==> config.mk <==
export PLATFORM = sky130hd
export DESIGN_NAME = biquad_lowpass_filter_unit
export DESIGN_NICKNAME = d
export VERILOG_FILES = /design/src/rtl/bqlpf_pkg.sv /design/src/rtl/biquad_lowpass_filter_unit.sv
export SDC_FILE = /design/constraint.sdc
export NUM_CORES = 2
export LEC_CHECK = 0
export ABC_CLOCK_PERIOD_IN_PS = 13900
export BUFFER_PORTS_ARGS = -buffer_cell sky130_fd_sc_hd__buf_2
export CAP_MARGIN = 20
export CORE_ASPECT_RATIO = 2
export CORE_MARGIN = 1
export CORE_UTILIZATION = 25
export CTS_CLUSTER_DIAMETER = 100
export CTS_CLUSTER_SIZE = 28
export DETAILED_ROUTE_END_ITERATION = 12
export GPL_ROUTABILITY_DRIVEN = 0
export PLACE_DENSITY = 0.47
export SLEW_MARGIN = 20
export SYNTH_ARGS = -nofsm -noshare
export SYNTH_HDL_FRONTEND = slang
export SYNTH_SLANG_ARGS = --single-unit
export TNS_END_PERCENT = 100
==> constraint.sdc <==
create_clock -name clk -period 13.9 [get_ports clk]
set_clock_uncertainty 0.05 [all_clocks]
set_input_delay 1.39 -clock clk [delete_from_list [all_inputs] [get_ports clk]]
set_output_delay 1.39 -clock clk [all_outputs]
set_load 0.02 [all_outputs]
==> src/rtl/bqlpf_pkg.sv <==
// ---------------------------------------------------------------------------
// bqlpf_pkg: shared types and constants of the biquad low-pass filter
// Register indexes, reset coefficients and the microcode program of the
// filter sequencer.
// ---------------------------------------------------------------------------
package bqlpf_pkg;

	localparam int COEF_BITS    = 24;
	localparam int DELAY_BITS   = 48;
	localparam int LO_BITS      = 24;
	localparam int REM_BITS     = COEF_BITS + 2;
	localparam int CFG_IDX_BITS = 3;
	localparam int PC_BITS      = 5;

	typedef logic [CFG_IDX_BITS-1:0] cfg_idx_t;
	typedef logic [PC_BITS-1:0]      pc_t;

	localparam cfg_idx_t REG_B0 = 3'd0;
	localparam cfg_idx_t REG_B1 = 3'd1;
	localparam cfg_idx_t REG_B2 = 3'd2;
	localparam cfg_idx_t REG_A1 = 3'd3;
	localparam cfg_idx_t REG_A2 = 3'd4;

	localparam logic signed [COEF_BITS-1:0] B0_RST = 24'sd639;
	localparam logic signed [COEF_BITS-1:0] B1_RST = 24'sd1279;
	localparam logic signed [COEF_BITS-1:0] B2_RST = 24'sd639;
	localparam logic signed [COEF_BITS-1:0] A1_RST = -24'sd2022640;
	localparam logic signed [COEF_BITS-1:0] A2_RST = 24'sd976624;

	typedef enum logic [2:0] {
		OP_IDLE,
		OP_DIV_INIT,
		OP_DIV_STEP,
		OP_PRESET,
		OP_MUL,
		OP_NOP,
		OP_FORM_W,
		OP_FORM_Y
	} op_t;

	typedef enum logic [1:0] {
		ASEL_D1,
		ASEL_D2,
		ASEL_W
	} asel_t;

	typedef enum logic [2:0] {
		BSEL_B0,
		BSEL_B1,
		BSEL_B2,
		BSEL_A1,
		BSEL_A2
	} bsel_t;

	typedef enum logic [2:0] {
		JMP_NONE,
		JMP_WAIT_IN,
		JMP_NOREQ,
		JMP_LOOP,
		JMP_OUT,
		JMP_GOTO
	} jump_t;

	typedef struct packed {
		op_t   op;
		asel_t asel;
		logic  hi;
		bsel_t bsel;
		logic  acc_clr;
		jump_t jmp;
		pc_t   target;
	} cw_t;

	localparam pc_t PC_IDLE = 5'd0;
	localparam pc_t PC_DIV  = 5'd2;
	localparam pc_t PC_FB   = 5'd4;

	function automatic cw_t micro_rom(input pc_t pc);
		cw_t cw;
		cw = '{op: OP_NOP, asel: ASEL_D1, hi: 1'b0, bsel: BSEL_B0, acc_clr: 1'b0,
			jmp: JMP_NONE, target: PC_IDLE};
		unique case (pc)
			5'd0: begin
				cw.op  = OP_IDLE;
				cw.jmp = JMP_WAIT_IN;
			end
			5'd1: begin
				cw.op     = OP_DIV_INIT;
				cw.jmp    = JMP_NOREQ;
				cw.target = PC_FB;
			end
			5'd2: begin
				cw.op     = OP_DIV_STEP;
				cw.jmp    = JMP_LOOP;
				cw.target = PC_DIV;
			end
			5'd3: cw.op = OP_PRESET;
			5'd4: begin
				cw.op      = OP_MUL;
				cw.asel    = ASEL_D1;
				cw.bsel    = BSEL_A1;
				cw.acc_clr = 1'b1;
			end
			5'd5: begin
				cw.op   = OP_MUL;
				cw.asel = ASEL_D1;
				cw.hi   = 1'b1;
				cw.bsel = BSEL_A1;
			end
			5'd6: begin
				cw.op   = OP_MUL;
				cw.asel = ASEL_D2;
				cw.bsel = BSEL_A2;
			end
			5'd7: begin
				cw.op   = OP_MUL;
				cw.asel = ASEL_D2;
				cw.hi   = 1'b1;
				cw.bsel = BSEL_A2;
			end
			5'd8: cw.op = OP_NOP;
			5'd9: begin
				cw.op      = OP_FORM_W;
				cw.acc_clr = 1'b1;
			end
			5'd10: begin
				cw.op   = OP_MUL;
				cw.asel = ASEL_W;
				cw.bsel = BSEL_B0;
			end
			5'd11: begin
				cw.op   = OP_MUL;
				cw.asel = ASEL_W;
				cw.hi   = 1'b1;
				cw.bsel = BSEL_B0;
			end
			5'd12: begin
				cw.op   = OP_MUL;
				cw.asel = ASEL_D1;
				cw.bsel = BSEL_B1;
			end
			5'd13: begin
				cw.op   = OP_MUL;
				cw.asel = ASEL_D1;
				cw.hi   = 1'b1;
				cw.bsel = BSEL_B1;
			end
			5'd14: begin
				cw.op   = OP_MUL;
				cw.asel = ASEL_D2;
				cw.bsel = BSEL_B2;
			end
			5'd15: begin
				cw.op   = OP_MUL;
				cw.asel = ASEL_D2;
				cw.hi   = 1'b1;
				cw.bsel = BSEL_B2;
			end
			5'd16: cw.op = OP_NOP;
			5'd17: begin
				cw.op     = OP_FORM_Y;
				cw.jmp    = JMP_OUT;
				cw.target = PC_IDLE;
			end
			default: begin
				cw.op     = OP_NOP;
				cw.jmp    = JMP_GOTO;
				cw.target = PC_IDLE;
			end
		endcase
		return cw;
	endfunction

endpackage

==> src/rtl/biquad_lowpass_filter_unit.sv <==
// ---------------------------------------------------------------------------
// biquad_lowpass_filter_unit: second-order direct form II low-pass filter
// Microcoded sequencer driving one shared 25x24 multiplier, an accumulator
// and a bit-serial divider for the delay preset.
// ---------------------------------------------------------------------------
// Usage:
//   Input channel (in_valid, in_stall, req_type, sample): one transaction per
//   sample. req_type 1 presets both delays to the resting value for the
//   sample before filtering it.
//   Output channel (out_valid, out_stall, filtered, overflowed): one
//   transaction per input sample, in order.
//   Configuration channel (cfg_valid, cfg_ready, cfg_index, cfg_data): writes
//   b0, b1, b2, a1, a2 (indexes 0 to 4), Q3.20; cfg_ready is always high.
//   Write coefficients only while the filter is idle.
// Timing:
//   A plain sample passes through the shared multiplier, which runs ten
//   partial products in sequence; the next sample is accepted only once the
//   sequencer has formed the result of the last one. A preset adds a
//   bit-serial division ahead of filtering, at one quotient bit per cycle.
//   The next sample is accepted while a result still waits in the output
//   register; a stalled result holds the sequencer at its final step.
// Reset: delays clear to zero, coefficients take their reset values and
// both channels go idle.
// ---------------------------------------------------------------------------
module biquad_lowpass_filter_unit #(
	parameter int SAMPLE_BITS     = 16,
	parameter int COEF_FRAC_BITS  = 20,
	parameter int STATE_FRAC_BITS = 16
) (
	input  logic                                  clk,
	input  logic                                  arst_n,
	input  logic                                  in_valid,
	output logic                                  in_stall,
	input  logic                                  req_type,
	input  logic signed [SAMPLE_BITS-1:0]         sample,
	output logic                                  out_valid,
	input  logic                                  out_stall,
	output logic signed [SAMPLE_BITS-1:0]         filtered,
	output logic                                  overflowed,
	input  logic                                  cfg_valid,
	output logic                                  cfg_ready,
	input  logic [bqlpf_pkg::CFG_IDX_BITS-1:0]    cfg_index,
	input  logic signed [bqlpf_pkg::COEF_BITS-1:0] cfg_data
);
	import bqlpf_pkg::*;

	localparam int DW  = (SAMPLE_BITS + STATE_FRAC_BITS > DELAY_BITS) ?
		SAMPLE_BITS + STATE_FRAC_BITS : DELAY_BITS;
	localparam int HW  = DW - LO_BITS;
	localparam int MA  = HW + 1;
	localparam int PW  = MA + COEF_BITS;
	localparam int AW  = DW + COEF_BITS + 2;
	localparam int NB  = SAMPLE_BITS + STATE_FRAC_BITS + COEF_FRAC_BITS;
	localparam int CNW = $clog2(NB + 1);
	localparam int YSH = STATE_FRAC_BITS + COEF_FRAC_BITS;

	localparam logic signed [AW-1:0] FB_HALF = AW'(1) <<< (COEF_FRAC_BITS - 1);
	localparam logic signed [AW-1:0] Y_HALF  = AW'(1) <<< (YSH - 1);
	localparam logic [DELAY_BITS:0] LIM_POS = {2'b00, {(DELAY_BITS-1){1'b1}}};
	localparam logic [DELAY_BITS:0] LIM_NEG = {2'b01, {(DELAY_BITS-1){1'b0}}};
	localparam logic [SAMPLE_BITS-1:0] Y_MAX = {1'b0, {(SAMPLE_BITS-1){1'b1}}};
	localparam logic [SAMPLE_BITS-1:0] Y_MIN = {1'b1, {(SAMPLE_BITS-1){1'b0}}};

	logic signed [COEF_BITS-1:0] b0_q, b1_q, b2_q, a1_q, a2_q;
	logic signed [DW-1:0]        d1_q, d2_q, w_q;
	logic                        ovf_q;
	pc_t                         pc_q, pc_d;
	logic                        req_q;
	logic [SAMPLE_BITS-1:0]      x_q;
	logic signed [AW-1:0]        acc_q;
	logic signed [PW-1:0]        prod_s1;
	logic                        hi_s1;
	logic                        pv_s1;
	logic [SAMPLE_BITS-1:0]      mag_q;
	logic [REM_BITS-1:0]         r_q, d_q;
	logic [DELAY_BITS:0]         q_q;
	logic                        big_q, neg_q, zero_q;
	logic [CNW-1:0]              cnt_q;
	logic                        out_valid_q;
	logic signed [SAMPLE_BITS-1:0] y_q;
	logic                        ovf_out_q;

	cw_t                         cw;
	logic                        out_free;
	logic [DW-1:0]               a_word;
	logic signed [MA-1:0]        a_op;
	logic signed [COEF_BITS-1:0] b_op;
	logic signed [PW-1:0]        prod;
	logic signed [AW-1:0]        prod_ext, addend;
	logic signed [AW-1:0]        xs_a, fb_full, w_full, y_full;
	logic                        w_ok, y_ok;
	logic signed [DW-1:0]        w_next;
	logic [SAMPLE_BITS-1:0]      y_sat;
	logic signed [REM_BITS-1:0]  coef_sum;
	logic [REM_BITS:0]           rs, rsub;
	logic                        ge;
	logic [DELAY_BITS:0]         lim, qsat, pv;
	logic signed [DW-1:0]        preset_val;
	logic [SAMPLE_BITS-1:0]      mag_init;

	assign cw        = micro_rom(pc_q);
	assign in_stall  = (cw.jmp != JMP_WAIT_IN);
	assign cfg_ready = 1'b1;
	assign out_free  = !out_valid_q || !out_stall;
	assign out_valid = out_valid_q;
	assign filtered  = y_q;
	assign overflowed = ovf_out_q;

	always_comb begin
		unique case (cw.jmp)
			JMP_NONE:    pc_d = pc_q + 5'd1;
			JMP_WAIT_IN: pc_d = in_valid ? pc_q + 5'd1 : pc_q;
			JMP_NOREQ:   pc_d = req_q ? pc_q + 5'd1 : cw.target;
			JMP_LOOP:    pc_d = (cnt_q != CNW'(1)) ? cw.target : pc_q + 5'd1;
			JMP_OUT:     pc_d = out_free ? cw.target : pc_q;
			JMP_GOTO:    pc_d = cw.target;
			default:     pc_d = PC_IDLE;
		endcase
	end

	always_comb begin
		unique case (cw.asel)
			ASEL_D1: a_word = d1_q;
			ASEL_D2: a_word = d2_q;
			ASEL_W:  a_word = w_q;
			default: a_word = d1_q;
		endcase
		unique case (cw.bsel)
			BSEL_B0: b_op = b0_q;
			BSEL_B1: b_op = b1_q;
			BSEL_B2: b_op = b2_q;
			BSEL_A1: b_op = a1_q;
			BSEL_A2: b_op = a2_q;
			default: b_op = b0_q;
		endcase
		a_op = cw.hi ? {a_word[DW-1], a_word[DW-1:LO_BITS]}
			: {{(MA-LO_BITS){1'b0}}, a_word[LO_BITS-1:0]};
		prod = a_op * b_op;
	end

	always_comb begin
		prod_ext = AW'(prod_s1);
		addend   = hi_s1 ? (prod_ext <<< LO_BITS) : prod_ext;

		xs_a    = AW'($signed({x_q, {STATE_FRAC_BITS{1'b0}}}));
		fb_full = (acc_q + FB_HALF) >>> COEF_FRAC_BITS;
		w_full  = xs_a - fb_full;
		w_ok    = (&w_full[AW-1:DELAY_BITS-1]) | ~(|w_full[AW-1:DELAY_BITS-1]);
		w_next  = w_ok ? w_full[DW-1:0] : xs_a[DW-1:0];

		y_full = (acc_q + Y_HALF) >>> YSH;
		y_ok   = (&y_full[AW-1:SAMPLE_BITS-1]) | ~(|y_full[AW-1:SAMPLE_BITS-1]);
		y_sat  = y_ok ? y_full[SAMPLE_BITS-1:0] : (y_full[AW-1] ? Y_MIN : Y_MAX);
	end

	always_comb begin
		coef_sum = REM_BITS'(b0_q) + REM_BITS'(b1_q) + REM_BITS'(b2_q);
		mag_init = x_q[SAMPLE_BITS-1] ? (~x_q + 1'b1) : x_q;
		rs       = {r_q, mag_q[SAMPLE_BITS-1]};
		rsub     = rs - {1'b0, d_q};
		ge       = (rs >= {1'b0, d_q});
		lim      = neg_q ? LIM_NEG : LIM_POS;
		qsat     = (big_q || (q_q > lim)) ? lim : q_q;
		pv       = zero_q ? '0 : (neg_q ? (~qsat + 1'b1) : qsat);
		preset_val = DW'($signed(pv[DELAY_BITS-1:0]));
	end

	always_ff @(posedge clk or negedge arst_n) begin
		if (!arst_n) begin
			pc_q        <= PC_IDLE;
			pv_s1       <= 1'b0;
			out_valid_q <= 1'b0;
			d1_q        <= '0;
			d2_q        <= '0;
			b0_q        <= B0_RST;
			b1_q        <= B1_RST;
			b2_q        <= B2_RST;
			a1_q        <= A1_RST;
			a2_q        <= A2_RST;
		end else begin
			pc_q  <= pc_d;
			pv_s1 <= (cw.op == OP_MUL);
			if (cfg_valid) begin
				unique case (cfg_index)
					REG_B0:  b0_q <= cfg_data;
					REG_B1:  b1_q <= cfg_data;
					REG_B2:  b2_q <= cfg_data;
					REG_A1:  a1_q <= cfg_data;
					REG_A2:  a2_q <= cfg_data;
					default: ;
				endcase
			end
			if (cw.op == OP_FORM_Y && out_free) begin
				out_valid_q <= 1'b1;
			end else if (out_valid_q && !out_stall) begin
				out_valid_q <= 1'b0;
			end
			if (cw.op == OP_PRESET) begin
				d1_q <= preset_val;
				d2_q <= preset_val;
			end
			if (cw.op == OP_FORM_Y && out_free) begin
				d2_q        <= d1_q;
				d1_q        <= w_q;
			end
		end
	end

	always_ff @(posedge clk) begin
		prod_s1 <= prod;
		hi_s1   <= cw.hi;
		if (cw.acc_clr) begin
			acc_q <= '0;
		end else if (pv_s1) begin
			acc_q <= acc_q + addend;
		end
		if (cw.jmp == JMP_WAIT_IN && in_valid) begin
			req_q <= req_type;
			x_q   <= sample;
		end
		if (cw.op == OP_DIV_INIT) begin
			mag_q  <= mag_init;
			r_q    <= '0;
			d_q    <= coef_sum;
			q_q    <= '0;
			neg_q  <= x_q[SAMPLE_BITS-1];
			zero_q <= (x_q == '0);
			big_q  <= coef_sum[REM_BITS-1] || (coef_sum == '0);
			cnt_q  <= CNW'(NB);
		end
		if (cw.op == OP_DIV_STEP) begin
			mag_q <= {mag_q[SAMPLE_BITS-2:0], 1'b0};
			r_q   <= ge ? rsub[REM_BITS-1:0] : rs[REM_BITS-1:0];
			q_q   <= {q_q[DELAY_BITS-1:0], ge};
			big_q <= big_q | q_q[DELAY_BITS];
			cnt_q <= cnt_q - CNW'(1);
		end
		if (cw.op == OP_FORM_W) begin
			w_q   <= w_next;
			ovf_q <= !w_ok;
		end
		if (cw.op == OP_FORM_Y && out_free) begin
			y_q       <= y_sat;
			ovf_out_q <= ovf_q;
		end
	end

endmodule
==> results.md <==
* Gr usage total at 17.92%
* EDFF count, synth at 208
* Synth-to-layout area growth at 7.882%
* Critical Path AT at 12.15 ns
* Initial core utilization at 25.15%
* Origin of the critical flop-to-flop path: pc_q[1]$_DFFE_PN0P_
* Worst R2R Setup Slack at 2.26 ns
* Post-Synthesis Cells at 6,415
* CTS Root Cell: clkbuf_16
* 1st-iter DRT viols at 2,870
* Worst-Margin Slew at 1.208 ns
* CP endpoint kind: register
* Antenna Nets Post-Route at 0
* CP Class: register to register
* Setup_tns at 0 ns
* Clk buf depth at 3
* Core area at 235,200 um^2
* Clock Sinks at 556
* Ys async rst share at 40.11%
* CTS tree: yes
* CP max FO at 30
* #FFs+latches synth at 556
* Number of port buffers at 67
* Vias post-DR at 46,220
* Maximum number of pins on one net before global-route repair at 111
* Setup crit start: pc_q[1]$_DFFE_PN0P_
* Most common cell after layout, fill and taps aside: inv_1
* Unrepaired setup endpoints after global routing: false
* Crit path required time at 14.40 ns
* Hold_buf cts at 0
* CP Launch Type: register
* Post-synthesis sequential area ratio at 24.32%
* Average size of a mapped cell at 9.220 um^2
* Yosys warns at 0
* CTS buffer count at 25
* Routed wire length at 214.4 mm
* Worst-Skew Late Latency at 0.72 ns
* Max-slew violations at 0
* Mapped cell area at 59,150 um^2
* Largest stage delay on the critical path at 0.79 ns
* Clock slew at reported path FFs at 0.12 ns
* Peak Freq at 85.88 MHz
* Dpl ws at 2.343 ns
* Die Height at 689.9 um
* Layout cells sized above 1 at 8.567%
* Vias/cell at 4.940
* Initial antenna violation count at 11
* Setup ws final at 2.256 ns
* Distinct cells, synth at 85
* Nets at 7,348
* First-pass GRT wire length at 320.9 mm
* Outcome: completed
* Worst path slowest cell: o21bai_4
* # IOs at 69
* Pre-antenna DRT Iters at 8
* HP Start: mag_q[0]$_SDFFE_PP0P_
* Final min period at 11.64 ns
* H-tree lvl count at 1
* Synth area leader: fa_1
* Primary FF master, synth: edfxtp_1
* # Post-CTS Setup Buffers at 0
* Drt wl/cell at 22.92 um
* Relative slew slack at 19.44%
* Die Wd at 345.9 um
* Die ar. at 238,700 um^2
* Setup Viol. Count Final at 0
* # rows at 252
* Syn nets at 7,479
* Final hold violation count at 0
* Hpwl dp at 175.6 mm
* Post-route DRC at 0
* Largest cells by area after synthesis: fa_1 (22%), edfxtp_1 (11%), ha_1 (7.6%)
* Commonest non-fill, non-tap cells in the layout: inv_1 (757), fa_1 (656), nor2_1 (652)
* CTS resizes at 0
* Final critical-path share of the clock period at 83.77%
* Vias in the first global route at 49,290
* Max-Cap Viols at 0
* Grt ovf at 0
* Worst hold-check path type: register to register
* Yosys top cell area share at 22.20%
==> worst paths after layout <==
check,to,cells past startpoint
setup reg to reg,prod_s1[48]$_DFF_P_,35
hold reg to reg,mag_q[0]$_SDFFE_PP0P_,2
min in group asynchronous,a1_q[18]$_DFFE_PN0P_,1
max in group asynchronous,d1_q[47]$_DFFE_PN0P_,3
hold / removal,mag_q[0]$_SDFFE_PP0P_,2
setup / recovery,prod_s1[48]$_DFF_P_,35
==> flip-flops by register name, indices dropped and copies added (netlist names), 5 cells and up <==
signal and cells:
b2_q 24, d1_q 48, a2_q 24, acc_q 74
b0_q 24, cnt_q 6, mag_q 16, x_q 16
pc_q 5, q_q 49, prod_s1 49, filtered 16
b1_q 24, d2_q 48, a1_q 24, r_q 26
d_q 26, w_q 48
==> Yosys cell counts (46+ instances only) <==
cell type and number:
inv_1 757, fa_1 656, nor2_1 653, nand2_1 649, ha_1 359, a21oi_1 299, clkbuf_1 279, mux2_2 216
o21ai_0 212, edfxtp_1 208, xnor2_1 193, dfrtp_1 178, a21o_1 147, xor2_1 130, mux2i_1 129, dfxtp_1 125
and2_1 105, nand3_1 96, nor3_1 85, a221o_1 81, nor2b_1 73, nand4_1 58, o21a_1 50, nand2b_1 47
nor4_1 46
==> metal layers <==
layer  vias up  routed length (um)  share of wire (%)  track usage [%]
met4         4               22590                 11            15.70
met2      1203              115800                 54            34.56
met3       542                6465                3.0            1.520
met5         -                  26              0.012                0
li1      21230                   -                  -                -
met1     23240               69600                 32            16.82
==> cell families after synthesis <==
group / synth area share (%)
compound gates: 12.31
xor+xnor: 4.783
fa+ha+maj: 29.80
buf+inv: 6.940
flops: 24.32
mux: 6.562
other cells: 0.006340
simple gates: 15.28
==> worst max-delay path: cells and delay by family, from the launching register on <==
family / cells / cell delay (ns)
muxes: 1 / 0.37
DFF: 1 / 0.44
buffers and inverters: 8 / 0.85
and+or+nand+nor: 2 / 0.93
adders and majority gates: 9 / 4.31
AOI/OAI and AO/OA: 14 / 4.36
xor gates and xnor gates: 1 / 0.09
==> per-stage QoR <==
| stage | area, um^2 | std cells | hold slack (ns) | utilization (%) |
|---|---|---|---|---|
| floorplan | 59150 | 6415 | 0.3503 | - |
| global placement | 63000 | 9305 | 0.3941 | 26.79 |
| detailed placement | 63010 | 9305 | 0.4073 | 26.79 |
| CTS | 63800 | 9351 | 0.4226 | 27.12 |
| global route | 63810 | 9353 | 0.4555 | 27.13 |
| finish | 63810 | 9355 | 0.4223 | 27.13 |
==> layout make-up <==
| type | count | area, um^2 |
|---|---|---|
| Antenna cell | 4 | 10.01 |
| Clock buffer | 38 | 674.4 |
| Clock inverter | 8 | 121.4 |
| Fill cell | 25070 | 171400 |
| Inverter | 759 | 2849 |
| Multi-Input combinational cell | 4778 | 40880 |
| Sequential cell | 556 | 14390 |
| Tap cell | 3048 | 3814 |
| Timing Repair Buffer | 164 | 1074 |
Power is left out: the tool's default activity adds up to more than one toggle a clock period on the data nets, which glitch-free logic cannot reach.
